### config.mk
export PLATFORM = sky130hd
export DESIGN_NAME = lox_lexical_scanner
export DESIGN_NICKNAME = d
export VERILOG_FILES = /design/src/hw/rtl/lls_pkg.sv /design/src/hw/rtl/lox_lexical_scanner.sv /design/src/hw/rtl/lls_rsp_queue.sv
export SDC_FILE = /design/constraint.sdc
export NUM_CORES = 1
export LEC_CHECK = 0
export BUFFER_PORTS_ARGS = -buffer_cell sky130_fd_sc_hd__buf_2
export CAP_MARGIN = 20
export CORE_MARGIN = 5
export CORE_UTILIZATION = 30
export CTS_CLUSTER_DIAMETER = 60
export CTS_CLUSTER_SIZE = 16
export DETAILED_ROUTE_END_ITERATION = 8
export PLACE_DENSITY = 0.48
export SYNTH_ARGS = -nofsm -noshare
export SYNTH_HDL_FRONTEND = slang
export SYNTH_SLANG_ARGS = --single-unit
### constraint.sdc
create_clock -name clock -period 4.9 [get_ports clock]
set_input_delay 0.49 -clock clock [delete_from_list [all_inputs] [get_ports clock]]
set_output_delay 0.49 -clock clock [all_outputs]
set_load 0.1 [all_outputs]
### src/hw/rtl/lls_pkg.sv
`timescale 1ns / 1ps
// ----------------------------------------------------------------------------
// lls_pkg
// Shared types and constants of the lexical scanner: scan modes, token kinds,
// error codes, character codes and the keyword table.
// ----------------------------------------------------------------------------
package lls_pkg;

   // Scan modes kept between source bytes.
   typedef enum logic [3:0] {
      MODE_IDLE, MODE_BANG, MODE_EQ, MODE_LESS, MODE_GREATER, MODE_SLASH,
      MODE_COMMENT, MODE_STRING, MODE_NUMBER, MODE_NUMDOT, MODE_FRACTION,
      MODE_IDENT
   } scan_mode_type;

   // Token kinds.
   localparam logic [5:0] TK_LPAREN    = 6'd0;
   localparam logic [5:0] TK_RPAREN    = 6'd1;
   localparam logic [5:0] TK_LBRACE    = 6'd2;
   localparam logic [5:0] TK_RBRACE    = 6'd3;
   localparam logic [5:0] TK_COMMA     = 6'd4;
   localparam logic [5:0] TK_DOT       = 6'd5;
   localparam logic [5:0] TK_MINUS     = 6'd6;
   localparam logic [5:0] TK_PLUS      = 6'd7;
   localparam logic [5:0] TK_SEMICOLON = 6'd8;
   localparam logic [5:0] TK_STAR      = 6'd9;
   localparam logic [5:0] TK_BANG      = 6'd10;
   localparam logic [5:0] TK_EQUAL     = 6'd12;
   localparam logic [5:0] TK_LESS      = 6'd14;
   localparam logic [5:0] TK_GREATER   = 6'd16;
   localparam logic [5:0] TK_SLASH     = 6'd18;
   localparam logic [5:0] TK_STRING    = 6'd19;
   localparam logic [5:0] TK_NUMBER    = 6'd20;
   localparam logic [5:0] TK_IDENT     = 6'd21;
   localparam logic [5:0] TK_KW_FIRST  = 6'd22;

   // Error codes.
   localparam logic [1:0] ERR_NONE       = 2'd0;
   localparam logic [1:0] ERR_UNEXPECTED = 2'd1;
   localparam logic [1:0] ERR_UNTERM     = 2'd2;

   // Character codes.
   localparam logic [7:0] CH_LPAREN  = 8'h28;
   localparam logic [7:0] CH_RPAREN  = 8'h29;
   localparam logic [7:0] CH_LBRACE  = 8'h7b;
   localparam logic [7:0] CH_RBRACE  = 8'h7d;
   localparam logic [7:0] CH_COMMA   = 8'h2c;
   localparam logic [7:0] CH_DOT     = 8'h2e;
   localparam logic [7:0] CH_MINUS   = 8'h2d;
   localparam logic [7:0] CH_PLUS    = 8'h2b;
   localparam logic [7:0] CH_SEMI    = 8'h3b;
   localparam logic [7:0] CH_STAR    = 8'h2a;
   localparam logic [7:0] CH_BANG    = 8'h21;
   localparam logic [7:0] CH_EQUAL   = 8'h3d;
   localparam logic [7:0] CH_LESS    = 8'h3c;
   localparam logic [7:0] CH_GREATER = 8'h3e;
   localparam logic [7:0] CH_SLASH   = 8'h2f;
   localparam logic [7:0] CH_SPACE   = 8'h20;
   localparam logic [7:0] CH_CR      = 8'h0d;
   localparam logic [7:0] CH_TAB     = 8'h09;
   localparam logic [7:0] CH_NL      = 8'h0a;
   localparam logic [7:0] CH_QUOTE   = 8'h22;

   // Keyword table, first character in the low byte, zero padded.
   localparam int KW_COUNT = 16;
   localparam logic [47:0] KW_TEXT [KW_COUNT] = '{
      48'h000000646e61, 48'h007373616c63, 48'h000065736c65, 48'h0065736c6166,
      48'h000000726f66, 48'h0000006e7566, 48'h000000006669, 48'h0000006c696e,
      48'h00000000726f, 48'h00746e697270, 48'h6e7275746572, 48'h007265707573,
      48'h000073696874, 48'h000065757274, 48'h000000726176, 48'h00656c696877
   };
   localparam logic [3:0] KW_LEN [KW_COUNT] = '{
      4'd3, 4'd5, 4'd4, 4'd5, 4'd3, 4'd3, 4'd2, 4'd3,
      4'd2, 4'd5, 4'd6, 4'd5, 4'd4, 4'd4, 4'd3, 4'd5
   };

   // One result beat as it leaves the block.
   typedef struct packed {
      logic        last;
      logic [23:0] lexeme_length;
      logic [23:0] start_offset;
      logic [19:0] line_number;
      logic [1:0]  error_code;
      logic [5:0]  token_kind;
   } rsp_beat_type;

   function automatic logic is_digit(input logic [7:0] c);
      return (c >= 8'h30) && (c <= 8'h39);
   endfunction

   function automatic logic is_alpha(input logic [7:0] c);
      return ((c >= 8'h61) && (c <= 8'h7a)) || ((c >= 8'h41) && (c <= 8'h5a)) ||
             (c == 8'h5f);
   endfunction

endpackage

### src/hw/rtl/lox_lexical_scanner.sv
`timescale 1ns / 1ps
// Results of a beat are registered in the result queue and leave from its head.
// Throughput: one source byte per cycle while each byte yields at most one
// result and rsp_tready stays high; a byte that yields two or three results
// holds the input back until the single-beat output port of the four-entry
// result queue drains it. Reset: synchronous and active high; mode idle,
// offsets zero, line one, queue empty.
// ----------------------------------------------------------------------------
// lox_lexical_scanner
// Streaming tokenizer: one source byte per input beat, end of input flagged
// in tuser. Finished tokens leave as kind, error, line, start and length.
// ----------------------------------------------------------------------------
module lox_lexical_scanner #(
   parameter int OFFSET_BITS = 24,
   parameter int LINE_BITS   = 20,
   parameter int KEYWORD_MAX = 6
) (
   input  logic        clock,
   input  logic        reset,
   input  logic        req_tvalid,
   output logic        req_tready,
   input  logic [7:0]  req_tdata,   // [7:0] ch
   input  logic        req_tuser,   // [0] end_of_input
   output logic        rsp_tvalid,
   input  logic        rsp_tready,
   // [5:0] token_kind, [7:6] error_code, [27:8] line_number,
   // [51:28] start_offset, [75:52] lexeme_length, [79:76] zero
   output logic [79:0] rsp_tdata,
   output logic        rsp_tlast
);
   import lls_pkg::*;

   localparam int CNT_W = $clog2(KEYWORD_MAX + 2);
   localparam int PRE_W = 8 * KEYWORD_MAX;

   typedef logic [OFFSET_BITS-1:0] off_type;
   typedef logic [LINE_BITS-1:0]   line_type;

   scan_mode_type    mode_ff, mode_in;
   off_type          start_ff, start_in;
   off_type          offset_ff, offset_in;
   off_type          length_ff, length_in;
   line_type         line_ff, line_in;
   logic [PRE_W-1:0] prefix_ff, prefix_in;
   logic [CNT_W-1:0] count_ff, count_in;

   logic         accept, eoi, room_ok;
   logic [7:0]   ch;
   logic         do_finish, do_disp, direct, line_inc;
   logic         a_v, b_v, c_v;
   logic [5:0]   a_kind, c_kind, fin_kind, word_kind;
   logic [1:0]   a_err, c_err;
   off_type      a_start, a_len, b_start, c_start;
   logic [1:0]   push_count;
   rsp_beat_type beat_a, beat_b, beat_c, head_beat;
   rsp_beat_type push_beat [3];

   function automatic off_type off_add(input off_type x, input off_type y);
      logic [OFFSET_BITS:0] s;
      s = {1'b0, x} + {1'b0, y};
      return s[OFFSET_BITS] ? '1 : s[OFFSET_BITS-1:0];
   endfunction

   function automatic rsp_beat_type make_beat(input logic [5:0] kind,
      input logic [1:0] err, input line_type line, input off_type start,
      input off_type len, input logic last);
      rsp_beat_type b;
      b.last          = last;
      b.lexeme_length = 24'(len);
      b.start_offset  = 24'(start);
      b.line_number   = 20'(line);
      b.error_code    = err;
      b.token_kind    = kind;
      return b;
   endfunction

   assign accept     = req_tvalid && req_tready;
   assign req_tready = room_ok;
   assign eoi        = req_tuser;
   assign ch         = req_tdata;

   // Keyword match on the stored word prefix.
   always_comb begin
      word_kind = TK_IDENT;
      for (int k = 0; k < KW_COUNT; k++) begin
         if ((4'(count_ff) == KW_LEN[k]) && (prefix_ff[47:0] == KW_TEXT[k])) begin
            word_kind = TK_KW_FIRST + 6'(k);
         end
      end
   end

   // Next-state decode per byte or end of input.
   always_comb begin
      mode_in   = mode_ff;
      start_in  = start_ff;
      offset_in = offset_ff;
      length_in = length_ff;
      prefix_in = prefix_ff;
      count_in  = count_ff;
      do_finish = 1'b0;
      do_disp   = 1'b0;
      direct    = 1'b0;
      line_inc  = 1'b0;
      if (eoi) begin
         do_finish = 1'b1;
         mode_in   = MODE_IDLE;
      end else begin
         offset_in = off_add(offset_ff, off_type'(1));
         unique case (mode_ff)
            MODE_BANG, MODE_EQ, MODE_LESS, MODE_GREATER: begin
               if (ch == CH_EQUAL) begin
                  direct  = 1'b1;
                  mode_in = MODE_IDLE;
               end else begin
                  do_finish = 1'b1;
                  do_disp   = 1'b1;
               end
            end
            MODE_SLASH: begin
               if (ch == CH_SLASH) begin
                  mode_in = MODE_COMMENT;
               end else begin
                  do_finish = 1'b1;
                  do_disp   = 1'b1;
               end
            end
            MODE_COMMENT: begin
               do_disp = (ch == CH_NL);
            end
            MODE_STRING: begin
               length_in = off_add(length_ff, off_type'(1));
               if (ch == CH_QUOTE) begin
                  direct  = 1'b1;
                  mode_in = MODE_IDLE;
               end else begin
                  line_inc = (ch == CH_NL);
               end
            end
            MODE_NUMBER: begin
               if (is_digit(ch)) begin
                  length_in = off_add(length_ff, off_type'(1));
               end else if (ch == CH_DOT) begin
                  mode_in = MODE_NUMDOT;
               end else begin
                  do_finish = 1'b1;
                  do_disp   = 1'b1;
               end
            end
            MODE_NUMDOT: begin
               if (is_digit(ch)) begin
                  length_in = off_add(length_ff, off_type'(2));
                  mode_in   = MODE_FRACTION;
               end else begin
                  do_finish = 1'b1;
                  do_disp   = 1'b1;
               end
            end
            MODE_FRACTION: begin
               if (is_digit(ch)) begin
                  length_in = off_add(length_ff, off_type'(1));
               end else begin
                  do_finish = 1'b1;
                  do_disp   = 1'b1;
               end
            end
            MODE_IDENT: begin
               if (is_alpha(ch) || is_digit(ch)) begin
                  length_in = off_add(length_ff, off_type'(1));
                  for (int i = 0; i < KEYWORD_MAX; i++) begin
                     if (count_ff == CNT_W'(i)) begin
                        prefix_in[8*i +: 8] = ch;
                     end
                  end
                  if (count_ff <= CNT_W'(KEYWORD_MAX)) begin
                     count_in = count_ff + CNT_W'(1);
                  end
               end else begin
                  do_finish = 1'b1;
                  do_disp   = 1'b1;
               end
            end
            default: begin
               do_disp = 1'b1;
            end
         endcase
      end

      // A fresh token starts with this byte.
      if (do_disp) begin
         mode_in   = MODE_IDLE;
         start_in  = offset_ff;
         length_in = off_type'(1);
         priority case (1'b1)
            (ch == CH_BANG):    mode_in = MODE_BANG;
            (ch == CH_EQUAL):   mode_in = MODE_EQ;
            (ch == CH_LESS):    mode_in = MODE_LESS;
            (ch == CH_GREATER): mode_in = MODE_GREATER;
            (ch == CH_SLASH):   mode_in = MODE_SLASH;
            (ch == CH_QUOTE):   mode_in = MODE_STRING;
            (ch == CH_NL):      line_inc = 1'b1;
            is_digit(ch):       mode_in = MODE_NUMBER;
            is_alpha(ch): begin
               mode_in   = MODE_IDENT;
               prefix_in = '0;
               prefix_in[7:0] = ch;
               count_in  = CNT_W'(1);
            end
            default: begin
            end
         endcase
      end

      line_in = (line_inc && (line_ff != '1)) ? line_ff + line_type'(1) : line_ff;
   end

   // Results of closing the pending token, or of a direct match: a two-byte operator or a closed string.
   always_comb begin
      fin_kind = TK_IDENT;
      a_v      = 1'b0;
      b_v      = 1'b0;
      a_err    = ERR_NONE;
      a_start  = start_ff;
      a_len    = length_ff;
      b_start  = off_add(start_ff, length_ff);
      unique case (mode_ff)
         MODE_BANG:    fin_kind = TK_BANG;
         MODE_EQ:      fin_kind = TK_EQUAL;
         MODE_LESS:    fin_kind = TK_LESS;
         MODE_GREATER: fin_kind = TK_GREATER;
         MODE_SLASH:   fin_kind = TK_SLASH;
         MODE_STRING:  fin_kind = TK_STRING;
         MODE_NUMBER, MODE_NUMDOT, MODE_FRACTION: fin_kind = TK_NUMBER;
         default:      fin_kind = word_kind;
      endcase
      a_kind = fin_kind;
      if (direct) begin
         a_v = 1'b1;
         if (mode_ff == MODE_STRING) begin
            a_len = length_in;
         end else begin
            a_kind = fin_kind + 6'd1;
            a_len  = off_type'(2);
         end
      end else if (do_finish) begin
         a_v = (mode_ff != MODE_IDLE) && (mode_ff != MODE_COMMENT);
         b_v = (mode_ff == MODE_NUMDOT);
         if (mode_ff == MODE_STRING) begin
            a_err = ERR_UNTERM;
         end
         if ((mode_ff == MODE_BANG) || (mode_ff == MODE_EQ) ||
             (mode_ff == MODE_LESS) || (mode_ff == MODE_GREATER) ||
             (mode_ff == MODE_SLASH)) begin
            a_len = off_type'(1);
         end
      end
   end

   // Single-byte tokens and unexpected characters from the fresh byte.
   always_comb begin
      c_v     = do_disp;
      c_err   = ERR_NONE;
      c_kind  = TK_LPAREN;
      c_start = offset_ff;
      unique case (ch)
         CH_LPAREN: c_kind = TK_LPAREN;
         CH_RPAREN: c_kind = TK_RPAREN;
         CH_LBRACE: c_kind = TK_LBRACE;
         CH_RBRACE: c_kind = TK_RBRACE;
         CH_COMMA:  c_kind = TK_COMMA;
         CH_DOT:    c_kind = TK_DOT;
         CH_MINUS:  c_kind = TK_MINUS;
         CH_PLUS:   c_kind = TK_PLUS;
         CH_SEMI:   c_kind = TK_SEMICOLON;
         CH_STAR:   c_kind = TK_STAR;
         CH_BANG, CH_EQUAL, CH_LESS, CH_GREATER, CH_SLASH, CH_QUOTE,
         CH_SPACE, CH_CR, CH_TAB, CH_NL: c_v = 1'b0;
         default: begin
            if (is_digit(ch) || is_alpha(ch)) begin
               c_v = 1'b0;
            end else begin
               c_err = ERR_UNEXPECTED;
            end
         end
      endcase
   end

   // Pack the results in order and mark the last one.
   always_comb begin
      beat_a = make_beat(a_kind, a_err, line_ff, a_start, a_len, !b_v && !c_v);
      beat_b = make_beat(TK_DOT, ERR_NONE, line_ff, b_start, off_type'(1), !c_v);
      beat_c = make_beat(c_kind, c_err, line_ff, c_start, off_type'(1), 1'b1);
      push_beat[0] = a_v ? beat_a : beat_c;
      push_beat[1] = b_v ? beat_b : beat_c;
      push_beat[2] = beat_c;
      push_count   = accept ? (2'(a_v) + 2'(b_v) + 2'(c_v)) : 2'd0;
   end

   always_ff @(posedge clock) begin
      if (reset) begin
         mode_ff   <= MODE_IDLE;
         start_ff  <= '0;
         offset_ff <= '0;
         length_ff <= '0;
         line_ff   <= line_type'(1);
         prefix_ff <= '0;
         count_ff  <= '0;
      end else if (accept) begin
         mode_ff   <= mode_in;
         start_ff  <= start_in;
         offset_ff <= offset_in;
         length_ff <= length_in;
         line_ff   <= line_in;
         prefix_ff <= prefix_in;
         count_ff  <= count_in;
      end
   end

   lls_rsp_queue u_queue (
      .clock      (clock),
      .reset      (reset),
      .push_count (push_count),
      .push_beat  (push_beat),
      .room_ok    (room_ok),
      .rsp_tvalid (rsp_tvalid),
      .rsp_tready (rsp_tready),
      .head_beat  (head_beat)
   );

   assign rsp_tdata = {4'd0, head_beat.lexeme_length, head_beat.start_offset,
                       head_beat.line_number, head_beat.error_code,
                       head_beat.token_kind};
   assign rsp_tlast = head_beat.last;

endmodule

### src/hw/rtl/lls_rsp_queue.sv
`timescale 1ns / 1ps
// ----------------------------------------------------------------------------
// lls_rsp_queue
// Four-entry result queue that takes up to three beats in one cycle and
// hands out one beat per cycle while the receiver is ready.
// ----------------------------------------------------------------------------
module lls_rsp_queue (
   input  logic                  clock,
   input  logic                  reset,
   input  logic [1:0]            push_count,
   input  lls_pkg::rsp_beat_type push_beat [3],
   output logic                  room_ok,
   output logic                  rsp_tvalid,
   input  logic                  rsp_tready,
   output lls_pkg::rsp_beat_type head_beat
);
   import lls_pkg::*;

   rsp_beat_type entry_ff [4];
   logic [1:0]   rd_ptr_ff, rd_ptr_in;
   logic [1:0]   wr_ptr_ff, wr_ptr_in;
   logic [2:0]   count_ff, count_in;
   logic         pop;

   assign pop        = rsp_tvalid && rsp_tready;
   assign rsp_tvalid = (count_ff != 3'd0);
   assign head_beat  = entry_ff[rd_ptr_ff];
   // Three free entries are needed before an item may enter.
   assign room_ok    = (count_ff <= 3'd1);

   // Pointer and fill bookkeeping.
   always_comb begin
      rd_ptr_in = rd_ptr_ff + 2'(pop);
      wr_ptr_in = wr_ptr_ff + push_count;
      count_in  = count_ff + 3'(push_count) - 3'(pop);
   end

   always_ff @(posedge clock) begin
      if (reset) begin
         rd_ptr_ff <= '0;
         wr_ptr_ff <= '0;
         count_ff  <= '0;
      end else begin
         rd_ptr_ff <= rd_ptr_in;
         wr_ptr_ff <= wr_ptr_in;
         count_ff  <= count_in;
      end
   end

   // Beat storage.
   always_ff @(posedge clock) begin
      for (int i = 0; i < 3; i++) begin
         if (2'(i) < push_count) begin
            entry_ff[wr_ptr_ff + 2'(i)] <= push_beat[i];
         end
      end
   end

endmodule

==> reports/metrics.cfg <==
[status]
status = completed

[detailed_routing]
wl_mm = 94.9
vias = 22300
ant_nets = 0
dr.pass1.iters = 7
vias_per_cell = 5.70
drc = 0
wl_per_cell_um = 24.3
drtIter0Drc = 2269

[yosys]
synth-edff-count = 196
syn_area_um2 = 25400
ys_warn_count = 0
ys_ff_latch = 462
synthTopCellsByArea = edfxtp_1 23%, dfxtp_1 21%, mux4_2 6.8%, o21ai_0 4.9%, a22oi_1 4.3%
synth_cell_types = 100
synth_async_sr_flop_share_pct = 0
synth_top_cell_by_area = edfxtp_1
synth_ff_type = dfxtp_1
synth_area_per_cell_um2 = 9.46
yosysSeqAreaShare_pct = 44.2
synth_top_area_share_pct = 23.2
syn_inst = 2682

[placement]
hpwl_mm = 66.3
globalplace.congestion = 0.917
port_buffers = 91

[floorplan]
ios = 96
core_area_um2 = 83800
die_y_um = 301
num_rows = 106
die_w_um = 301
die-area_um2 = 90500
initial_utilization_pct = 30.3

[global_route]
grt_antenna_before_repair = 5
grt_pass1_vias = 21600
grt_pass1_wl_mm = 142
grt_usage_pct = 20.2
gr-total-overflow = 0
grt_max_degree = 88

[power_and_ir_drop]
p_int_w = 0.00737
p_clk_share_pct = 27.8
peakVddDrop_uv = 523
p_switching_w = 0.00561
powerDensity_nw_per_um2 = 446
p_seq_share_pct = 35.2
swShare_pct = 43.2
p_comb_share_pct = 37.0
leakagePower_nw = 9.37

[finish]
layout_commonest_cell = dfxtp_1
area_growth_pct = 14.7
nNetsFinal = 2793
drive_gt1_share_pct = 15.1
layout_common_cells = 264 x dfxtp_1, 246 x o21ai_0, 233 x nor2_1
fill_cells = 8565
post-route-util_pct = 34.7

[clock_network]
cts_tree = built
cts_root_buf = clkbuf_16
hold_buffers = 0
clock_latency_ns = 0.60
cts_setup_buffers = 0
clkSinkCount = 462
path_clk_slew_ns = 0.07
htree_levels = 2
clockBufferDepth = 3
cts.repair.resized = 0
cts_buffers = 45

[timing]
hold_viol_final = 0
post-route-period-util_pct = 94.1
tns_ns = 0
slew_viol_final = 0
skew_ns = 0.0284
holdWs_ns = 0.203
timing.fmax_mhz = 217
setup_viol = 0
tightestPinTransition_ns = 1.12
relSlewSlack_pct = 25.7
rsz0062_at_grt = false
min_period_ns = 4.61

[worst_setup_path]
cp_max_fo = 22
path_class = flop to flop
cp-start-kind = flop
arrival_ns = 5.00
crit_required_ns = 5.29
setup.worst_path.end_class = flop

[hold_path]
hold_class = primary input to flop

[job]
max_cap_violations = 0

==> logic make-up after synthesis <==
kind of cell | after synthesis | share of synthesized area, %
fa+ha+maj | 42 | 2.16
buf+inv | 259 | 4.09
simple gates | 940 | 18.7
flops | 462 | 44.2
xor+xnor | 64 | 2.21
other cells | 1 | 0.0148
mux | 125 | 8.73
compound gates | 789 | 19.9
==> worst max-delay path, cell delays in order (launching register included) <==
cell and delay (ns):
dfxtp_1 0.73, nand2b_1 0.16, a21oi_1 0.23, o41a_1 0.35
a22oi_1 0.16, a21oi_1 0.21, nand2_1 0.22, fa_1 0.49
nor2_1 0.39, clkinv_1 0.22, buf_4 0.21, nor2_1 0.14
nand2_1 0.18, o21ai_2 0.10, buf_4 0.38, a22oi_1 0.12
o31ai_1 0.11
==> state kept, by name, indices dropped and copies added, names as in the netlist <==
signal and cells:
a_start 24, count_ff 3, u_queue.count_ff 3, u_queue.entry_ff 308, mode_ff 4, c_start 24, u_queue.wr_ptr_ff 2, length_ff 24
line_ff 20, prefix_ff 48, u_queue.rd_ptr_ff 2
==> through the flow <==
stage / total power, W / instances / setup slack, ns / cell area [um2]
detailed placement: 0.00947 / 3825 / -0.000118 / 27600
global route: 0.0135 / 3907 / 0.00571 / 29100
floorplan: 0.00810 / 2685 / 0.0380 / 25400
finish: 0.0130 / 3909 / 0.290 / 29100
CTS: 0.0131 / 3907 / 0.240 / 29100
global placement: 0.00946 / 3824 / 0.0540 / 27600
==> power groups by stage <==
stage	sequential (W)	clock (W)	combinational [W]
final	0.00457	0.00361	0.00480
after global routing	0.00460	0.00385	0.00503
after CTS	0.00457	0.00369	0.00483
after detailed placement	0.00466	0	0.00481
after global placement	0.00464	0	0.00482
after floorplan	0.00448	0	0.00362
==> synth_stat cells, types with 37 or more instances <==
master	number
mux2i_1	48
nand4_1	39
a22oi_1	144
nor2_1	234
ha_1	39
o21ai_0	246
nand3_1	122
mux4_2	77
inv_1	46
nor3_1	73
edfxtp_1	196
nand2_1	206
dfxtp_1	266
a21oi_1	147
nor2b_1	100
xnor2_1	37
clkbuf_1	161
==> area by class of cell <==
| cell class | count | area (um2) | area share, % |
|---|---|---|---|
| Tap cell | 1134 | 1420 | 4.87 |
| Antenna cell | 2 | 5.00 | 0.0172 |
| Clock inverter | 27 | 283 | 0.972 |
| Clock buffer | 55 | 1220 | 4.19 |
| Sequential cell | 462 | 11200 | 38.5 |
| Inverter | 49 | 199 | 0.684 |
| Multi-Input combinational cell | 1964 | 13200 | 45.3 |
| Timing Repair Buffer | 216 | 1580 | 5.41 |
==> worst paths after layout <==
check | from | endpoint | slack (ns) | depth (start not counted)
worst max-delay path | mode_ff[3] | u_queue.entry_ff[3][46] | 0.29 | 16
worst min-delay path | req_tdata[2] | prefix_ff[42] | 0.20 | 3
worst max register to register | mode_ff[3] | u_queue.entry_ff[3][46] | 0.29 | 16
worst min register to register | prefix_ff[39] | prefix_ff[39] | 0.45 | 2
==> metal layers <==
layer,up-vias,share of wire (%),track usage [%],routed length [um]
met4,2,2.3,4.60,2200
met1,11100,45,28.1,42400
met2,831,46,33.3,44100
met5,-,0.0095,0,9
met3,150,6.5,3.17,6150
li1,10200,-,-,-
(Power assumes the default switching activity.)
